### config.mk
export PLATFORM = sky130hd
export DESIGN_NAME = integer_literal_parser_flat
export DESIGN_NICKNAME = d
export VERILOG_FILES = /design/src/rtl/ilp_pkg.sv /design/src/rtl/ilp_intf.sv /design/src/rtl/ilp_in_stage.sv /design/src/rtl/ilp_step.sv /design/src/rtl/integer_literal_parser.sv /design/src/flat_wrapper.sv
export SDC_FILE = /design/constraint.sdc
export NUM_CORES = 1
export LEC_CHECK = 0
export BUFFER_PORTS_ARGS = -buffer_cell sky130_fd_sc_hd__buf_2
export CORE_MARGIN = 2
export CORE_UTILIZATION = 50
export CTS_CLUSTER_DIAMETER = 30
export CTS_CLUSTER_SIZE = 12
export DETAILED_ROUTE_END_ITERATION = 8
export MAX_ROUTING_LAYER = met4
export PLACE_DENSITY = 0.67
export SYNTH_ARGS = -nofsm -noshare
export SYNTH_HDL_FRONTEND = slang
export SYNTH_SLANG_ARGS = --single-unit
### constraint.sdc
create_clock -name clk -period 10.16 [get_ports clk]
set_input_delay 2.54 -clock clk [delete_from_list [all_inputs] [get_ports clk]]
set_output_delay 2.54 -clock clk [all_outputs]
set_load 0.05 [all_outputs]
### src/rtl/ilp_pkg.sv
package ilp_pkg;

  // Width of the parsed value; the result port is always 64 bits, sign-extended.
  localparam int VALUE_BITS = 64;
  localparam int OUT_BITS   = 64;
  // Magnitude holds up to 2^(VALUE_BITS-1), so it needs VALUE_BITS bits.
  localparam int MAG_BITS   = VALUE_BITS;
  // Room for magnitude * 16 + 15.
  localparam int PROD_BITS  = VALUE_BITS + 5;

  localparam logic [7:0] CH_PLUS    = 8'h2B;
  localparam logic [7:0] CH_MINUS   = 8'h2D;
  localparam logic [7:0] CH_ZERO    = 8'h30;
  localparam logic [7:0] CH_X_LOWER = 8'h78;
  localparam logic [7:0] CH_X_UPPER = 8'h58;

  localparam logic [4:0] NO_DIGIT = 5'd16;

  typedef enum logic [2:0] {
    PH_START,
    PH_BODY,
    PH_ZERO,
    PH_HEXPFX,
    PH_DIGITS
  } phase_t;

  typedef enum logic [1:0] {
    RDX_8,
    RDX_10,
    RDX_16
  } radix_t;

  typedef enum logic [1:0] {
    ST_OK       = 2'd0,
    ST_SYNTAX   = 2'd1,
    ST_OVERFLOW = 2'd2
  } status_t;

  typedef struct packed {
    phase_t              phase;
    logic                negative;
    radix_t              radix;
    logic [MAG_BITS-1:0] magnitude;
    logic                bad;
    logic                overflowed;
  } state_t;

  // Registered input character, handed from the input stage to the step logic.
  typedef struct packed {
    logic       valid;
    logic [7:0] ch;
    logic       last;
  } in_item_t;

  localparam state_t STATE_RESET = '{
    phase:      PH_START,
    negative:   1'b0,
    radix:      RDX_10,
    magnitude:  '0,
    bad:        1'b0,
    overflowed: 1'b0
  };

  // Hex digit value of a character, NO_DIGIT when it is none.
  function automatic logic [4:0] digit_of(logic [7:0] c);
    logic [4:0] d;
    d = NO_DIGIT;
    if (c >= 8'h30 && c <= 8'h39) begin
      d = 5'(c - 8'h30);
    end else if (c >= 8'h41 && c <= 8'h46) begin
      d = 5'(c - 8'h37);
    end else if (c >= 8'h61 && c <= 8'h66) begin
      d = 5'(c - 8'h57);
    end
    return d;
  endfunction

  function automatic logic [4:0] radix_value(radix_t r);
    logic [4:0] v;
    unique case (r)
      RDX_8:   v = 5'd8;
      RDX_16:  v = 5'd16;
      default: v = 5'd10;
    endcase
    return v;
  endfunction

endpackage

### src/rtl/ilp_intf.sv
interface ilp_char_if;
  logic       valid;
  logic       ready;
  logic [7:0] ch;
  logic       last;

  modport source (output valid, output ch, output last, input ready);
  modport sink (input valid, input ch, input last, output ready);
endinterface

interface ilp_result_if;
  logic               valid;
  logic               ready;
  logic signed [63:0] value;
  logic [1:0]         status;

  modport source (output valid, output value, output status, input ready);
  modport sink (input valid, input value, input status, output ready);
endinterface

### src/rtl/ilp_in_stage.sv
module ilp_in_stage (
  input  logic             clk,
  input  logic             rst,
  ilp_char_if.sink         chars,
  input  logic             advance,
  output ilp_pkg::in_item_t item
);
  import ilp_pkg::*;

  logic       valid;
  logic [7:0] ch;
  logic       last;

  // Take a new character when none is held or the held one moves on this cycle.
  assign chars.ready = !valid || advance;

  always_ff @(posedge clk) begin
    if (rst) begin
      valid <= 1'b0;
    end else if (chars.valid && chars.ready) begin
      valid <= 1'b1;
    end else if (advance) begin
      valid <= 1'b0;
    end
  end

  always_ff @(posedge clk) begin
    if (chars.valid && chars.ready) begin
      ch   <= chars.ch;
      last <= chars.last;
    end
  end

  assign item = '{valid: valid, ch: ch, last: last};

endmodule

### src/rtl/ilp_step.sv
module ilp_step (
  input  ilp_pkg::state_t  cur,
  input  logic [7:0]       ch,
  output ilp_pkg::state_t  nxt,
  output logic signed [63:0] value,
  output ilp_pkg::status_t status
);
  import ilp_pkg::*;

  localparam logic [PROD_BITS-1:0] LIM_WIDE = PROD_BITS'(1) << (VALUE_BITS - 1);
  localparam logic [MAG_BITS-1:0]  LIM_MAG  = MAG_BITS'(1) << (VALUE_BITS - 1);

  logic                   take;
  logic [4:0]             dv;
  logic [PROD_BITS-1:0]   m_ext;
  logic [PROD_BITS-1:0]   scaled;
  logic signed [VALUE_BITS-1:0] signed_val;

  assign dv    = digit_of(ch);
  assign m_ext = PROD_BITS'(cur.magnitude);

  always_comb begin
    nxt  = cur;
    take = 1'b0;
    if (!cur.bad) begin
      if (cur.phase == PH_START && (ch == CH_PLUS || ch == CH_MINUS)) begin
        nxt.negative = (ch == CH_MINUS);
        nxt.phase    = PH_BODY;
      end else if (cur.phase == PH_START || cur.phase == PH_BODY) begin
        if (ch == CH_ZERO) begin
          nxt.radix = RDX_8;
          nxt.phase = PH_ZERO;
        end else begin
          nxt.radix = RDX_10;
          nxt.phase = PH_DIGITS;
          take      = 1'b1;
        end
      end else if (cur.phase == PH_ZERO) begin
        if (ch == CH_X_LOWER || ch == CH_X_UPPER) begin
          nxt.radix = RDX_16;
          nxt.phase = PH_HEXPFX;
        end else begin
          nxt.phase = PH_DIGITS;
          take      = 1'b1;
        end
      end else begin
        nxt.phase = PH_DIGITS;
        take      = 1'b1;
      end
    end

    // magnitude * radix + digit, as shifts and adds
    unique case (nxt.radix)
      RDX_8:   scaled = (m_ext << 3) + PROD_BITS'(dv);
      RDX_16:  scaled = (m_ext << 4) + PROD_BITS'(dv);
      default: scaled = (m_ext << 3) + (m_ext << 1) + PROD_BITS'(dv);
    endcase

    if (take) begin
      if (dv >= radix_value(nxt.radix)) begin
        nxt.bad = 1'b1;
      end else if (!cur.overflowed) begin
        if (scaled > LIM_WIDE) begin
          nxt.overflowed = 1'b1;
        end else begin
          nxt.magnitude = scaled[MAG_BITS-1:0];
        end
      end
    end
  end

  // Word-end verdict, taken from the updated state.
  always_comb begin
    signed_val = '0;
    if (nxt.bad || nxt.phase == PH_START || nxt.phase == PH_BODY ||
        nxt.phase == PH_HEXPFX) begin
      status = ST_SYNTAX;
    end else if (nxt.overflowed || (!nxt.negative && nxt.magnitude >= LIM_MAG)) begin
      status = ST_OVERFLOW;
    end else begin
      status     = ST_OK;
      signed_val = nxt.negative ? -signed'(nxt.magnitude) : signed'(nxt.magnitude);
    end
  end

  assign value = OUT_BITS'(signed_val);

endmodule

### src/rtl/integer_literal_parser.sv
// Integer literal parser. Feed the ASCII characters of one word on "chars",
// one character per transaction, with last set on the final character. An
// optional '+' or '-' may lead; a body of "0x"/"0X" plus digits is hex, any
// other body starting with '0' is octal, everything else is decimal. After
// the final character, exactly one transaction appears on "results" holding
// the signed 64-bit value and a status (0 ok, 1 bad digit / empty body /
// bare hex prefix, 2 out of range); value is zero unless status is ok.
// Characters that are not last produce no result. Rate: one character per
// clock, also across word boundaries, unless a final character waits on a
// stalled result; set by the combinational shift-add that updates the
// magnitude register from the registered character. A final character goes
// through the input register, then the result register. A stalled result only
// holds up the next final character; other characters flow into the word state.
module integer_literal_parser (
  input  logic          clk,
  input  logic          rst,
  ilp_char_if.sink      chars,
  ilp_result_if.source  results
);
  import ilp_pkg::*;

  in_item_t           item;
  state_t             state;
  state_t             state_next;
  logic signed [63:0] step_value;
  status_t            step_status;
  logic               out_free;
  logic               advance;

  // Output register is free when empty or being drained this cycle.
  assign out_free = !results.valid || results.ready;
  // A non-final character never needs the output register.
  assign advance  = item.valid && (!item.last || out_free);

  ilp_in_stage u_in_stage (
    .clk     (clk),
    .rst     (rst),
    .chars   (chars),
    .advance (advance),
    .item    (item)
  );

  ilp_step u_step (
    .cur    (state),
    .ch     (item.ch),
    .nxt    (state_next),
    .value  (step_value),
    .status (step_status)
  );

  // Word state: back to reset after the final character.
  always_ff @(posedge clk) begin
    if (rst) begin
      state <= STATE_RESET;
    end else if (advance) begin
      state <= item.last ? STATE_RESET : state_next;
    end
  end

  // Result register.
  always_ff @(posedge clk) begin
    if (rst) begin
      results.valid <= 1'b0;
    end else if (advance && item.last) begin
      results.valid <= 1'b1;
    end else if (results.ready) begin
      results.valid <= 1'b0;
    end
  end

  always_ff @(posedge clk) begin
    if (advance && item.last) begin
      results.value  <= step_value;
      results.status <= step_status;
    end
  end

  // A word end produces a result and clears the word state.
  assert property (@(posedge clk) disable iff (rst)
    (advance && item.last) |=> (results.valid && state == STATE_RESET))
    else $error("word end did not produce a result or clear state");

  // A pending final character must not be overwritten while output is stalled.
  assert property (@(posedge clk) disable iff (rst)
    (results.valid && !results.ready && item.valid && item.last) |-> !chars.ready)
    else $error("input taken while final character is blocked");

  // Hex prefix state always carries radix 16.
  assert property (@(posedge clk) disable iff (rst)
    (state.phase == PH_HEXPFX) |-> (state.radix == RDX_16))
    else $error("hex prefix without hex radix");

  // A non-ok result carries a zero value.
  assert property (@(posedge clk) disable iff (rst)
    ($rose(results.valid) && results.status != ST_OK) |-> (results.value == '0))
    else $error("error result with nonzero value");

endmodule

### src/flat_wrapper.sv
// flat-port wrapper written by rule: the top's interface ports become plain ports
module integer_literal_parser_flat import ilp_pkg::*;
  (clk, rst, chars_valid, chars_ch, chars_last, chars_ready, results_valid, results_value, results_status, results_ready);
  ilp_char_if chars_i ();
  ilp_result_if results_i ();
  input  logic clk;
  input  logic rst;
  input wire logic [$bits(chars_i.valid)-1:0] chars_valid;
  input wire logic [$bits(chars_i.ch)-1:0] chars_ch;
  input wire logic [$bits(chars_i.last)-1:0] chars_last;
  output wire logic [$bits(chars_i.ready)-1:0] chars_ready;
  output wire logic [$bits(results_i.valid)-1:0] results_valid;
  output wire logic [$bits(results_i.value)-1:0] results_value;
  output wire logic [$bits(results_i.status)-1:0] results_status;
  input wire logic [$bits(results_i.ready)-1:0] results_ready;
  assign chars_i.valid = chars_valid;
  assign chars_i.ch = chars_ch;
  assign chars_i.last = chars_last;
  assign chars_ready = chars_i.ready;
  assign results_valid = results_i.valid;
  assign results_value = results_i.value;
  assign results_status = results_i.status;
  assign results_i.ready = results_ready;
  integer_literal_parser u_core (.clk(clk), .rst(rst), .chars(chars_i), .results(results_i));
endmodule
==> reports/summary.txt <==
achievable clock frequency - 0.104 GHz
Final TNS setup - 0 ns
Required @ worst endpoint - 10.44 ns
drt initial violations - 2890
Top FF cell, synth - edfxtp_1
mux cell area share after synthesis - 2.96%
Placed Cells - 3126
TritonCTS Sinks - 149
post-synthesis sequential area ratio - 18.9%
Slowest cell on crit path - or3b_1
post-synthesis adder-cell area fraction - 9.27%
ranking of synthesized cells by area - edfxtp_1, ha_1, dfxtp_1
critical path class - reg2reg
fill cell count - 3798
placed cell areas - 20400 µm²
PwrDens - 68.2 nW/µm²
relative slew slack - 19.7%
io pins - 81
placer congestion estimate - 1.07
first-pass GRT wire length - 133000 µm
root buf cell - clkbuf_16
xor-xnor portion of the synthesized cell area - 7.40%
vias - 22800
Mapped Area - 19800 µm²
Peak VDD IR - 0.113 mV
Final period util - 94.4%
Max stage delay on crit path - 0.52 ns
initial antenna violation count - 2
vias in the first global route - 21500
floorplan die width - 203 µm
Slew Limit Fails - 0
final wirelength - 89500 µm
RSZ-0062 raised after global routing - false
Pleak - 7.95 nW
multi-input logic area - 15100 µm²
Setup crit end kind - flip-flop
Syn Nets - 2831
Hold Vio Cnt, Final - 0
wire per inst - 28.3 µm
FF/Latch Area - 3730 µm²
Post-CTS Setup Repair Bufs - 0
Post-CTS Resized - 0
Hold/Removal Path Class - reg2reg
Avg Cell Area, Syn - 7.39 µm²
Hold Startpoint - u_core.u_in_stage.valid
ANT nets after route - 0
layout cells sized above 1 - 10.4%
startpoint types - flip-flop
Remaining Overflow, GRT - 0
main combinational cell family by area after synthesis - simple AND/OR/NAND/NOR gates
final non-filler cell total - 3162
die height - 203 µm
critical path's most frequent cell - ha_1
Logic pwr share - 9.8%
drt drc - 0
total core area - 38800 µm²
library cells used by synthesis - 108
status - finished clean
Top delay family on crit path - simple AND/OR/NAND/NOR gates
Critical Path AT - 9.88 ns
clock latency on the worst-skew pair - 0.45 ns
Int Pwr - 1.02 mW
htree depth - 4
Worst Path Max Fanout - 8
Core Rows - 72
Layout Nets - 2784
P_sw - 414 µW
post-route cell area - 21100 µm²
CP bufs+invs - 2
largest net degree at the start of global routing - 73
area growth from synthesis to layout - 6.73%
largest area contributor in the netlist - edfxtp_1
drt pass-1 iters - 7
post-synth top area share - 11.4%
Reg-to-Reg Start - u_core.u_in_stage.ch[1]
Layout Skew - 0.0130 ns
number of port buffers - 80
Synth Area in Compound Gates - 26.2%
CTS Buf Count - 17
Cells after Synth - 2674
CTS Hold Buffers Added - 0
sw frac - 28.8%
max-cap violations - 0
Via density - 7.20
Yosys reg bits - 149
post-synthesis simple-gate area fraction - 29.9%
minimum clock period - 9.59 ns
DP HPWL - 67800 µm
register clock-pin slew on the reported worst setup and hold paths - 0.07 ns
Finish-stage setup viols - 0
Clock power frac - 45.3%
GRT Util Overall - 43.8%
Flop pwr share - 44.9%
die area - 41100 µm²
R2R setup slack - 0.57 ns
worst slew pin tran - 1.19 ns
initial core utilization - 50.9%
yosys warns - 0
Max clock buf depth - 2
number of synthesized flops with an enable pin - 75
final core utilization - 54.3%
Critical Path Start - u_core.u_in_stage.ch[1]
asr flop ratio synth - 0%
CTS tree - built
[worst paths after layout]
check                             end  cells after the start
min           u_core.u_in_stage.valid                      2
max reg2reg  u_core.results.value[62]                     33
max          u_core.results.value[62]                     33
min reg2reg   u_core.u_in_stage.valid                      2
[stage by stage]
step	worst slack (ns)	hold slack (ns)	power (mW)
3_3_place_gp	0.697	0.538	0.793
4_1_cts	0.281	0.572	1.43
5_1_grt	0.0100	0.642	1.47
6_report	0.567	0.585	1.44
2_1_floorplan	1.25	0.497	0.755
3_5_place_dp	0.336	0.556	0.796
[power by group through the flow]
stage          Sequential (mW)  Combinational (mW)  Clock, mW
4_1_cts                  0.646               0.137      0.649
2_1_floorplan            0.677              0.0777          0
3_5_place_dp             0.659               0.136          0
5_1_grt                  0.647               0.149      0.679
3_3_place_gp             0.659               0.134          0
6_report                 0.646               0.141      0.651
[worst min-delay path, stage by stage, from the launching register on]
cell	delay [ns]
dfxtp_1	0.36
nand3_1	0.11
a21oi_1	0.07
[flip-flops by register name (all words and copies together), names as in the netlist]
| name | count |
|---|---|
| u_core.u_in_stage.last | 1 |
| u_core.u_in_stage.ch | 8 |
| u_core.results.valid | 1 |
| u_core.results.status | 2 |
| u_core.state | 72 |
| u_core.u_in_stage.valid | 1 |
| u_core.results.value | 64 |
[per-layer routing]
metal | up-vias | track usage [%] | part of all wire [%]
li1 | 10100 | - | -
met1 | 10900 | 52.6 | 38
met4 | 0 | 26.1 | 7.3
met5 | - | - | 0
met3 | 344 | 8.03 | 9.2
met2 | 1426 | 68.4 | 45
[area by class of cell]
type | instances | share of cell area (%)
diodes | 4 | 0.0474
inverters | 35 | 0.635
clock inverters | 15 | 0.765
multi-input cells | 2282 | 71.7
clock buffers | 17 | 2.02
flip-flops and latches | 149 | 17.7
well taps | 518 | 3.07
repair buffers | 142 | 4.10
[cells in the final DEF (no fill, tap or decap), drive strengths merged, types with 60 or more instances in the layout]
cell type,count
nor2,299
nand2,212
a21oi,203
o21ai,156
buf,142
ha,140
nor3,127
nand4,111
nand3,104
xnor2,86
a22oi,83
xor2,81
edfxtp,75
dfxtp,74
or3,60
[kinds of logic (layout without fill, tap and decap cells)]
kind of cell             Yosys count  after routing
multiplexers                      56             56
adder cells (fa/ha/maj)          144            144
XOR/XNOR                         167            167
other                              0              4
buffers and inverters            243            209
AO/OA/AOI/OAI                    769            769
flip-flops                       149            149
AND/OR/NAND/NOR                 1146           1146
[cell usage after synthesis, types with 10 or more instances]
library cell	number
a2111oi_0	10
a211o_1	17
a211oi_1	33
a21o_1	32
a21oi_1	203
a22oi_1	83
a2bb2oi_1	13
a311oi_1	10
a31oi_1	13
and2_1	18
and3_1	29
and4_1	14
buf_2	59
buf_4	10
clkbuf_1	124
dfxtp_1	74
edfxtp_1	75
ha_1	140
inv_1	34
mux2_2	20
mux2i_1	36
nand2_1	210
nand2b_1	25
nand3_1	104
nand4_1	108
nand4b_1	10
nor2_1	298
nor2b_1	13
nor3_1	125
nor4_1	45
o211ai_1	18
o21a_1	15
o21ai_0	147
o22ai_1	28
o31ai_1	14
or2_2	10
or3_1	60
or4_1	29
xnor2_1	86
xor2_1	81
Power figures use the tool's default switching activity.
